## config.mk

```make
export PLATFORM = sky130hd
export DESIGN_NAME = tcw_queue
export DESIGN_NICKNAME = d
export VERILOG_FILES = /design/src/hdl/tcw_pkg.sv /design/src/hdl/tcw_queue.sv
export SDC_FILE = /design/constraint.sdc
export NUM_CORES = 1
export LEC_CHECK = 0
export BUFFER_PORTS_ARGS = -buffer_cell sky130_fd_sc_hd__clkbuf_2
export CAP_MARGIN = 30
export CORE_ASPECT_RATIO = 0.9
export CORE_MARGIN = 1.5
export CORE_UTILIZATION = 50
export DETAILED_ROUTE_END_ITERATION = 8
export PLACE_DENSITY_LB_ADDON = 0.25
export REMOVE_ABC_BUFFERS = 1
export SETUP_SLACK_MARGIN = 0.02
export SYNTH_ARGS = -nofsm -noshare
export SYNTH_HDL_FRONTEND = slang
export SYNTH_SLANG_ARGS = --single-unit
```

## constraint.sdc

```tcl
create_clock -name clk -period 2.66 [get_ports clk]
set_input_delay 0.399 -clock clk [delete_from_list [all_inputs] [get_ports clk]]
set_output_delay 0.399 -clock clk [all_outputs]
set_load 0.02 [all_outputs]
```

## src/hdl/tcw_pkg.sv

```systemverilog
// shared types and constants of the text console writer
package tcw_pkg;

  localparam int COLUMNS_DEF   = 80;
  localparam int ROWS_DEF      = 25;
  localparam int TAB_WIDTH_DEF = 8;
  localparam int QUEUE_DEPTH   = 2;

  localparam int CODE_W   = 8;
  localparam int ATTR_W   = 8;
  localparam int INDEX_W  = 11;
  localparam int CURSOR_W = 11;
  localparam int CELL_W   = CODE_W + ATTR_W;

  localparam logic [ATTR_W-1:0] FILL_ATTR_RESET = 8'h07;

  localparam logic [CODE_W-1:0] CHAR_TAB     = 8'd9;
  localparam logic [CODE_W-1:0] CHAR_NEWLINE = 8'd10;
  localparam logic [CODE_W-1:0] CHAR_RETURN  = 8'd13;

  localparam logic CMD_PUT  = 1'b0;
  localparam logic CMD_READ = 1'b1;

  localparam logic REG_FILL_ATTR = 1'b0;

  typedef enum logic [2:0] {
    CLS_PRINT,
    CLS_NEWLINE,
    CLS_RETURN,
    CLS_TAB,
    CLS_READ
  } item_class_t;

  typedef struct packed {
    item_class_t         cls;
    logic [CODE_W-1:0]   code;
    logic [ATTR_W-1:0]   attr;
    logic [INDEX_W-1:0]  index;
  } queue_item_t;

  typedef struct packed {
    logic        valid;
    queue_item_t item;
  } queue_head_t;

endpackage

```

## src/hdl/tcw_queue.sv

```systemverilog
// short queue of decoded items between front end and back end
module tcw_queue import tcw_pkg::*; (
  input  logic        clk,
  input  logic        rst,
  input  logic        push,
  input  queue_item_t push_item,
  output logic        full,
  input  logic        pop,
  output queue_head_t head
);

  localparam int PTR_W = (QUEUE_DEPTH > 1) ? $clog2(QUEUE_DEPTH) : 1;
  localparam int CNT_W = $clog2(QUEUE_DEPTH + 1);

  queue_item_t        entries [QUEUE_DEPTH];
  logic [PTR_W-1:0]   wr_ptr;
  logic [PTR_W-1:0]   rd_ptr;
  logic [CNT_W-1:0]   count;

  assign full       = (count == CNT_W'(QUEUE_DEPTH));
  assign head.valid = (count != '0);
  assign head.item  = entries[rd_ptr];

  always_ff @(posedge clk) begin
    if (push) begin
      entries[wr_ptr] <= push_item;
    end
  end

  always_ff @(posedge clk) begin
    if (rst) begin
      wr_ptr <= '0;
      rd_ptr <= '0;
      count  <= '0;
    end else begin
      if (push) begin
        wr_ptr <= (wr_ptr == PTR_W'(QUEUE_DEPTH - 1)) ? '0 : wr_ptr + 1'b1;
      end
      if (pop) begin
        rd_ptr <= (rd_ptr == PTR_W'(QUEUE_DEPTH - 1)) ? '0 : rd_ptr + 1'b1;
      end
      if (push && !pop) begin
        count <= count + 1'b1;
      end else if (pop && !push) begin
        count <= count - 1'b1;
      end
    end
  end

endmodule

```

## Word-level counts from Yosys, hierarchy flattened

Memories as Yosys holds them, arrays and structs flattened. A register that Yosys moved wholly into a read port is not among the register bits.
Cells that the tools add are included.

| word-level totals | value |
|---|---|
| memories | 1 |
| input port bits | 34 |
| bits in writable memories | 60 |
| bits in registers | 4 |
| word-level logic and storage cells | 23 |
| output and inout port bits | 32 |

| operators by class | value |
|---|---|
| $add $sub $neg | 4 |
| equality and inequality tests | 1 |
| reductions and logical operators | 6 |
| mux-type cells | 8 |

Memories:

| name | depth | bits a word | read ports | clocked after Yosys merged registers in | write ports | line | RTL |
|---|---|---|---|---|---|---|---|
| entries | 2 | 30 | 1 | 1 | 1 | tcw_queue.sv:15 | `queue_item_t entries [QUEUE_DEPTH];` |

Operator list:

| kind | number |
|---|---|
| $mux W1 | 6 |
| $mux W2 | 2 |
| $reduce_bool A2 Y1 | 2 |
| $add A1 B1 Y1 const B | 2 |
| $add A2 B1 Y2 const B | 1 |
| $eq A2 B2 Y1 const B | 1 |
| $logic_and A1 B1 Y1 | 2 |
| $logic_not A1 Y1 | 2 |
| $sub A2 B1 Y2 const B | 1 |

## Logic depth before layout (Yosys ltp)

Gate-level depths: netlist of the first run.

| logic depth | value |
|---|---|
| depth after elaboration | 4 |
| mapped depth | 5 |
| gate-level depth less buffers | 5 |

## Least setup slack after synthesis of the first run

Ideal clock, no wire load.

| timing | value |
|---|---|
| kind | input port to flip-flop |
| start point | in push |
| end point | mem entries[0][0] (netlist bit), enable pin |
| arrival time | 1.761 ns |
| data required time | 2.239 ns |
| stages on the path | 1 |
| buffers on the path | 0 |
| setup slack | 0.478 ns |
| setup time | 0.421 ns |
| cell sequence | nor2b_1 |

| between the ends | value |
|---|---|
| longest elaborated chain between the ends | 2 |

RTL lines:

| element | line | RTL |
|---|---|---|
| start: declaration | tcw_queue.sv:5 | `input logic push,` |
| $mux W1 | tcw_queue.sv:25 | `if (push) begin` |
| $mux W1 (implied by the code) | tcw_queue.sv:26 | `entries[wr_ptr] <= push_item;` |
| end: declaration | tcw_queue.sv:15 |  |

Every way passes these cells.

==> results.md, run 1 <==
- Slowest cell on crit path: dfxtp_1
- Crit. End Element: output port
- Clk Latency, worst-skew pair: 320 ps
- Antenna fix cells: 0
- Post-synth top flop: edfxtp_1
- Post-route ant nets: 0
- Largest net degree at the start of global routing: 29
- Crit-path max cell delay: 620 ps
- Grt ovf: 0
- Synth unique cells: 16
- # rows: 23
- Resized cells post-CTS: 0
- H-tree depth: 3
- Outcome: completed
- Total CTS buffers: 9
- Setup repair bufs after CTS: 0
- First-pass GRT wire length: 5930 µm
- Layout filler cell count: 321
- Routed wire length: 3980 µm
- Synth Warn #: 0
- Setup Skew: 3.07 ps
- Leak: 0.00117 µW
- Initial antenna violation count: 0
- Worst r2r src: wr_ptr
- Seq/Total Area, Yosys: 0.804
- Post-synth EDFFs: 60
- Max rail drop VDD: 587 µV
- Min-delay src: push_item[2]
- Root buf cell: clkbuf_8
- Hold path depth: 1
- Simple logic cell fraction of the synthesized area: 0.0206
- Area leader, netlist: edfxtp_1
- Register area: 1900 µm²
- Worst r2r path cells: 2
- Area growth syn-to-layout: 27.6%
- Worst setup margin: 548 ps
- # port buffers: 65
- Detailed placer's ending HPWL: 2710 µm
- XOR/XNOR Fraction of Synth Area: 0.0148
- CP Data Arrival Time: 1710 ps
- Async set-reset flop share out of synthesis: 0
- Total clock sinks: 65
- Req. time, crit path: 2260 ps
- Initial DRC Count: 78
- Fin crit share: 0.794
- CTS clk-pin slew, worst paths: 70 ps
- Main combinational cell family by area after synthesis: multiplexers
- Die H: 68.2 µm
- Via density: 4.83
- Finished Core Util: 0.672
- Starting density of the core: 0.527
- Detailed-route via count: 1245
- Syn Inst Count: 115
- Synth top cells by count: edfxtp_1, mux2_2, dfxtp_1
- Nets@finish: 226
- Die width: 75.5 µm
- Cell Area, Synth: 2360 µm²
- R2r endpoint: entries[1][13]
- Setup TNS Final: 0 ps
- Clock Path Buffers: 2
- # DRC: 0
- Crit path max fanout: 21
- Core area: 4490 µm²
- Max transition margin: 0.577
- Min cycle time layout: 2110 ps
- CP cell instances: buf_12 -> mux2_2 -> clkbuf_2
- CTS tree: built
- Power Density: 789 nW/µm²
- Critical Path Source Type: register
- Top-area cell type share of the netlist area: 0.762
- Syn Area/Cell: 20.6 µm²
- Synth Area in Adders: 0.00529
- Compound-Gate Fraction of Synth Area: 0.00423
- Area occupied by multi-input gates: 452 µm²
- Final setup viols: 0
- Worst hold path class: primary input to register
- Pre-CTS setup slack: 882 ps
- RSZ-0062 raised after global routing: no
- Slew Viols, Final: 0
- Layout cells sized above 1: 0.587
- CTS Hold Buffers Added: 0
- Routed length per placed instance: 15.4 µm
- Least-Margin Pin Slew: 634 ps
- Layout Cells excl Fill: 258
- Flops & latches, synth: 65
- Max Cap Viol: 0
- Top post-synthesis cells by area: edfxtp_1, mux2_2, dfxtp_1
- Flop2flop setup slack: 1140 ps
- Kind of critical path: register to output port
- Number of global-route vias before repair: 1262
- Most frequent cell after synthesis: edfxtp_1
- Final Hold Fails: 0
- DRT Pass-1 Iters: 4
- I/O pins: 66
- Placer Congestion: 0.676
- F_max: 0.474 GHz
- Worst Hold Path EP: entries[1][2]
- Multiplexer share of the synthesized area: 0.143
- Pwr Total: 2380 µW
- Placed cells: 242
- Gr usage total: 0.173
- Die area: 5150 µm²
-- registers in the layout (all words and copies together) (netlist names), named ones only --
| signal | cells |
|---|---|
| count | 2 |
| entries | 60 |
| rd_ptr | 1 |
| wr_ptr | 1 |
-- stage by stage --
step | area (µm²) | hold WS [ps]
after floorplan | 2350 | 456
after global placement | 2810 | 471
after detailed placement | 2810 | 515
after CTS | 3020 | 239
after global routing | 3020 | 231
final | 3020 | 258
-- cell usage in the layout (no fill, tap or decap) --
master and count:
buf_12 2, and2_1 1, nor2_1 4, mux2_2 30, o21ai_0 1, edfxtp_1 60, buf_4 1, clkinv_1 2
ha_1 1, xor2_1 2, or2_2 1, xnor2_1 2, clkbuf_8 9, clkbuf_2 65, or3_1 1, dfxtp_1 5
and2b_2 1, inv_1 1, bufinv_16 2, clkinvlp_4 1, clkinv_2 2, nor2b_4 1, a21oi_1 1
-- critical path, delay by kind of cell, from the launching register on --
kind | cells | cell delay (ps)
flip-flops | 1 | 620
buffers and inverters | 2 | 410
multiplexers | 1 | 350
-- power by group --
part / switching, µW / internal [µW]
Sequential: 25.1 / 1190
Clock: 349 / 517
Combinational: 171 / 129
-- worst max path at each step --
stage | start | endpoint | depth (start not counted)
finish | register | head[27] | 3
global route | register | head[26] | 3
CTS | register | head[27] | 3
detailed placement | register | head[26] | 3
global placement | register | head[27] | 3
floorplan | push | entries[0][0] | 1
-- routing by layer --
layer	vias up	part of all wire	track usage
li1	593	-	-
met1	609	0.38	0.168
met2	38	0.55	0.300
met3	5	0.060	0.0781
met4	0	0.0085	0.100
met5	-	0	0
-- cell type report --
cell class / instances / share of cell area
clock inverters: 7 / 0.0282
repair buffers: 68 / 0.124
flip-flops and latches: 65 / 0.630
inverters: 1 / 0.00124
well taps: 62 / 0.0257
clock buffers: 9 / 0.0411
multi-input cells: 46 / 0.150
-- kinds of logic after synthesis --
logic type                 count (synthesis)
DFF                                       65
muxes                                     30
and+or+nand+nor                            9
xor gates and xnor gates                   4
buffers and inverters                      4
AOI/OAI and AO/OA                          2
adders and majority gates                  1
Note: power is estimated with default switching activity, not from simulation.
==> inputs of run 2 (changes only) <==
CORE_UTILIZATION = 46   (was 50)
clock period = 1.7 ns   (was 2.66 ns; I/O delays follow)
==> run 2 against run 1 <==
Against the previous run: critical path depth did not move; clock power up 13%; routed wire length fell by 3.4%; combinational power is 61% higher; first-iteration DRC count decreased by 27%; cell count rose by 1.9%; hold slack lost 130 ps; via count increased by 1.8%; power is 41% higher; sequential power grew 56%; highest routed layer unchanged; sequential cell count is the same.
==> results.md, run 2 (synthesis results as in run 1) <==
- Final setup viols: 0 (unchanged)
- Outcome: completed
- Layout cells sized above 1: 0.581 (-0.00593)
- I/O pins: 66 (unchanged)
- Commonest non-fill, non-tap cell in the layout: clkbuf_2
- Hold path depth: 1 (unchanged)
- Pwr Total: 3360 µW (+41%)
- Antenna fix cells: 0 (unchanged)
- Die area: 5580 µm² (+8.3%)
- Max transition margin: 0.844 (+0.267)
- Initial DRC Count: 57 (-27%)
- Finished Core Util: 0.608 (-0.0643)
- Detailed-route via count: 1267 (+1.8%)
- Via density: 4.82 (-0.17%)
- Max rail drop VDD: 774 µV (+32%)
- H-tree depth: 3 (unchanged)
- Biggest register: entries
- First-pass GRT wire length: 5940 µm (+0.22%)
- Req. time, crit path: 1440 ps (-820 ps)
- Fin crit share: 0.947
- Detailed placer's ending HPWL: 2620 µm (-3.4%)
- RSZ-0062 raised after global routing: no
- Critical Path Source Type: register
- CTS tree: built
- Max Cap Viol: 0 (unchanged)
- Worst r2r src: wr_ptr
- Hold slack: 126 ps (-131 ps)
- Clk Latency, worst-skew pair: 310 ps (about the same)
- Largest net degree at the start of global routing: 18 (-38%)
- Register area: 1910 µm² (+0.20%)
- Crit path max fanout: 17 (-19%)
- Placed cells: 248 (+2.5%)
- Max reg flops: 60 (unchanged)
- Area after DPL: 2800 µm² (-0.13%)
- Clock Path Buffers: 2 (unchanged)
- Routed length per placed instance: 14.6 µm (-5.2%)
- Grt ovf: 0 (unchanged)
- Flop2flop setup slack: 560 ps (-580 ps)
- Crit. End Element: output port
- Worst hold path class: primary input to register
- Total CTS buffers: 9 (unchanged)
- # rows: 24 (+4.3%)
- Final Hold Fails: 0 (unchanged)
- Die H: 71.0 µm (+4.1%)
- Root buf cell: clkbuf_8
- Least-Margin Pin Slew: 234 ps (-400 ps)
- # DRC: 0 (unchanged)
- Commonest cells after routing, fill and taps aside: clkbuf_2, edfxtp_1, mux2_2, clkbuf_8, buf_4
- Layout Cells excl Fill: 263 (+1.9%)
- Biggest regs: entries x60, count x2
- Total clock sinks: 65 (unchanged)
- # port buffers: 65 (unchanged)
- Setup repair bufs after CTS: 0 (unchanged)
- Leak: 0.00116 µW (-1.5%)
- Worst Hold Path EP: entries[0][27]
- Starting density of the core: 0.483 (-0.0436)
- Routed wire length: 3850 µm (-3.4%)
- Setup Skew: 2.72 ps (-0.344 ps)
- Final instance area: 2970 µm² (-1.4%)
- Die width: 78.6 µm (+4.1%)
- F_max: 0.621 GHz
- Initial antenna violation count: 0 (unchanged)
- Area occupied by multi-input gates: 447 µm² (-1.1%)
- Min cycle time layout: 1610 ps
- Power Density: 1130 nW/µm² (+43%)
- R2r endpoint: entries[1][13]
- CP Data Arrival Time: 1350 ps (-360 ps)
- Area growth syn-to-layout: 25.8%
- Min-delay src: push_item[27]
- Core area: 4890 µm² (+9.0%)
- Slew Viols, Final: 0 (unchanged)
- Layout filler cell count: 384 (+20%)
- Number of global-route vias before repair: 1320 (+4.6%)
- Nets@finish: 230 (+1.8%)
- Post-route ant nets: 0 (unchanged)
- CTS clk-pin slew, worst paths: 60 ps (about the same)
- Worst r2r path cells: 2 (unchanged)
- Placer Congestion: 0.670 (-0.92%)
- Kind of critical path: register to output port
- DRT Pass-1 Iters: 4 (unchanged)
- Gr usage total: 0.148 (-0.0250)
## run 2: cell types whose count changed in the layout (fill, tap and decap cells not counted), sizes merged
cell,previous run,this run
buf,3,7
clkbuf,74,77
clkinv,4,2
clkinvlp,1,0
bufinv,2,0
## run 2: how the worst max path moves through the flow
| stage | startpoint | endpoint | slack, ps | cells after the start |
|---|---|---|---|---|
| 2_1_floorplan | wr_ptr | entries[0][0] | -400 | 1 |
| 5_1_grt | register | head[12] | 30 | 3 |
| 3_5_place_dp | pop | count[1] | 340 | 5 |
| 6_report | register | head[12] | 90 | 3 |
| 4_1_cts | register | head[27] | 20 | 3 |
| 3_3_place_gp | register | head[21] | 360 | 3 |
## run 2: power by group
part	total, µW	switching, µW	internal [µW]
combinational	483	274	209
clock	982	478	504
sequential	1890	32.4	1860
total	3360	784	2580
## run 2: metrics by stage
step           setup slack, ps  TNS [ps]
2_1_floorplan             -400    -12010
3_3_place_gp               361         0
3_5_place_dp               338         0
4_1_cts                   19.5         0
5_1_grt                   30.6         0
6_report                  90.6         0
## run 2: timing repair
item                       in CTS  in global routing
setup endpoints to repair      17                 30
cloned                          0                  1
hold buffers                    0                  0
gates resized for setup         1                  7
## run 2: worst max-delay path: stages (launching register included)
cell and delay (ps):
dfxtp_4 370, buf_12 150, mux2_2 350, clkbuf_2 160
## run 2: layout make-up
type	instances	area share
Clock buffer	12	0.0454
Clock inverter	2	0.00252
Inverter	1	0.00126
Multi-Input combinational cell	46	0.150
Sequential cell	65	0.641
Tap cell	65	0.0273
Timing Repair Buffer	72	0.133
## run 2: per-layer routing
layer,vias up,part of all wire,global-route usage
met5,-,0,0
met4,0,0.0036,0.0813
met3,2,0.059,0.0439
met2,38,0.54,0.258
met1,626,0.40,0.161
li1,601,-,-
==> inputs of run 3 (changes only) <==
CORE_UTILIZATION = 50   (was 46)
clock period = 2.1 ns   (was 1.7 ns; I/O delays follow)
==> run 3 against run 2 <==
Against the previous run: utilization grew 4.7 points; cell area shrank 1.1%; non-clock buffer count shrank 2; critical path type unchanged.
==> results.md, run 3 (synthesis results as in run 1) <==
- Biggest regs: entries x60, count x2
- Routed length per placed instance: 14.7 µm (+0.24%)
- Die H: 68.2 µm (-3.9%)
- I/O pins: 66 (unchanged)
- GR Layer Usage met1: 0.180 (+0.0189)
- Min cycle time layout: 1790 ps
- Initial DRC Count: 33 (-42%)
- CP Data Arrival Time: 1480 ps (+130 ps)
- Met2 Track Usage GR: 0.286 (+0.0285)
- Slew Viols, Final: 0 (unchanged)
- Root buf cell: clkbuf_8
- # DRC: 0 (unchanged)
- Most Crowded Layer GR: met2
- Final Hold Fails: 0 (unchanged)
- Number of global-route vias before repair: 1279 (-3.1%)
- Fin crit share: 0.855
- First-pass GRT wire length: 5780 µm (-2.7%)
- Antenna fix cells: 0 (unchanged)
- Met3 Use GR: 0.0692 (+0.0253)
- Critical Path Source Type: register
- Nets@finish: 228 (-0.87%)
- Placer Congestion: 0.661 (-1.3%)
- Total CTS buffers: 9 (unchanged)
- Least-Margin Pin Slew: 373 ps (+138 ps)
- Power Density: 924 nW/µm² (-18%)
- Crit path max fanout: 21 (+4)
- CTS clk-pin slew, worst paths: 60 ps (about the same)
- Area growth syn-to-layout: 24.3%
- Max rail drop VDD: 608 µV (-21%)
- CTS Hold Buffers Added: 0 (unchanged)
- H-tree depth: 3 (unchanged)
- Slowest cell on crit path: mux2_2
- Max Cap Viol: 0 (unchanged)
- Leak: 0.00115 µW (-0.95%)
- Initial antenna violation count: 0 (unchanged)
- Post-route ant nets: 0 (unchanged)
- CP cell instances: buf_4 -> mux2_2 -> clkbuf_2
- Crit. End Element: output port
- Layout Cells excl Fill: 258 (-1.9%)
- # port buffers: 65 (unchanged)
- Clk Latency, worst-skew pair: 320 ps (about the same)
- Final setup viols: 0 (unchanged)
- Gr usage total: 0.166 (+0.0188)
- F_max: 0.557 GHz
- Core area: 4490 µm² (-8.3%)
- Commonest non-fill, non-tap cell in the layout: clkbuf_2
- Detailed placer's ending HPWL: 2590 µm (-0.83%)
- Outcome: completed
- Req. time, crit path: 1780 ps (+340 ps)
- Pre-CTS setup slack: 635 ps (+298 ps)
- Layout cells sized above 1: 0.571 (-0.00938)
- WP buf/inv: 2 (unchanged)
- Kind of critical path: register to output port
- Commonest cells after routing, fill and taps aside: clkbuf_2, edfxtp_1, mux2_2, clkbuf_8
- Worst setup margin: 305 ps (+215 ps)
- Placed cells: 244 (-1.6%)
- Worst hold path class: primary input to register
- Die area: 5150 µm² (-7.7%)
- Via density: 4.85 (+0.65%)
- Routed wire length: 3790 µm (-1.7%)
- Clock Path Buffers: 2 (unchanged)
- Biggest register: entries
- Largest net degree at the start of global routing: 29 (+11)
- Pwr Total: 2720 µW (-19%)
- Grt ovf: 0 (unchanged)
- Max reg flops: 60 (unchanged)
- Total clock sinks: 65 (unchanged)
- Resized cells post-CTS: 0 (-1)
- Starting density of the core: 0.527 (+0.0436)
- # rows: 23 (-4.2%)
- CTS tree: built
- RSZ-0062 raised after global routing: no
- DRT Pass-1 Iters: 4 (unchanged)
- Crit-path max cell delay: 390 ps (+20 ps)
- Setup Skew: 3.47 ps (+0.752 ps)
- Setup repair bufs after CTS: 0 (unchanged)
- Die width: 75.5 µm (-3.9%)
- CP delay by family, top: buffers and inverters
- Detailed-route via count: 1251 (-1.3%)
- Max transition margin: 0.752 (-0.0921)
-- run 3: cell count changes in the layout (fill, tap and decap cells not counted), sizes merged --
| cell | delta |
|---|---|
| buf | -2 |
-- run 3: power by group --
part / total (µW) / internal, µW / switching [µW]
clock network: 806 / 408 / 398
logic: 380 / 160 / 220
registers: 1530 / 1510 / 24.5
-- run 3: worst paths after layout --
path                  from        endpoint  slack, ps  cells after the start
max               register        head[27]        310                      3
min          push_item[17]  entries[1][17]        180                      1
max reg2reg         wr_ptr  entries[0][28]        900                      2
min reg2reg       count[1]        count[1]        520                      2
-- run 3: per-layer routing --
layer	vias to the layer above	part of all wire
met1	604	0.40
met3	4	0.062
met4	0	0.013
li1	600	-
met5	-	0
met2	43	0.53
-- run 3: metrics by stage --
stage | util | TNS (ps) | area [µm²] | hold slack [ps]
floorplan | - | -7.93 | 2350 | 384
global placement | 0.623 | 0 | 2800 | 470
detailed placement | 0.623 | 0 | 2800 | 508
CTS | 0.655 | 0 | 2940 | 160
global route | 0.655 | 0 | 2940 | 158
finish | 0.655 | 0 | 2940 | 180
-- run 3: cell type report --
| type | instances | area (µm²) |
|---|---|---|
| clock buffers | 12 | 135 |
| clock inverters | 2 | 7.51 |
| well taps | 62 | 77.6 |
| fillers | 356 | 1550 |
| inverters | 1 | 3.75 |
| repair buffers | 70 | 363 |
| flip-flops and latches | 65 | 1900 |
| multi-input cells | 46 | 452 |
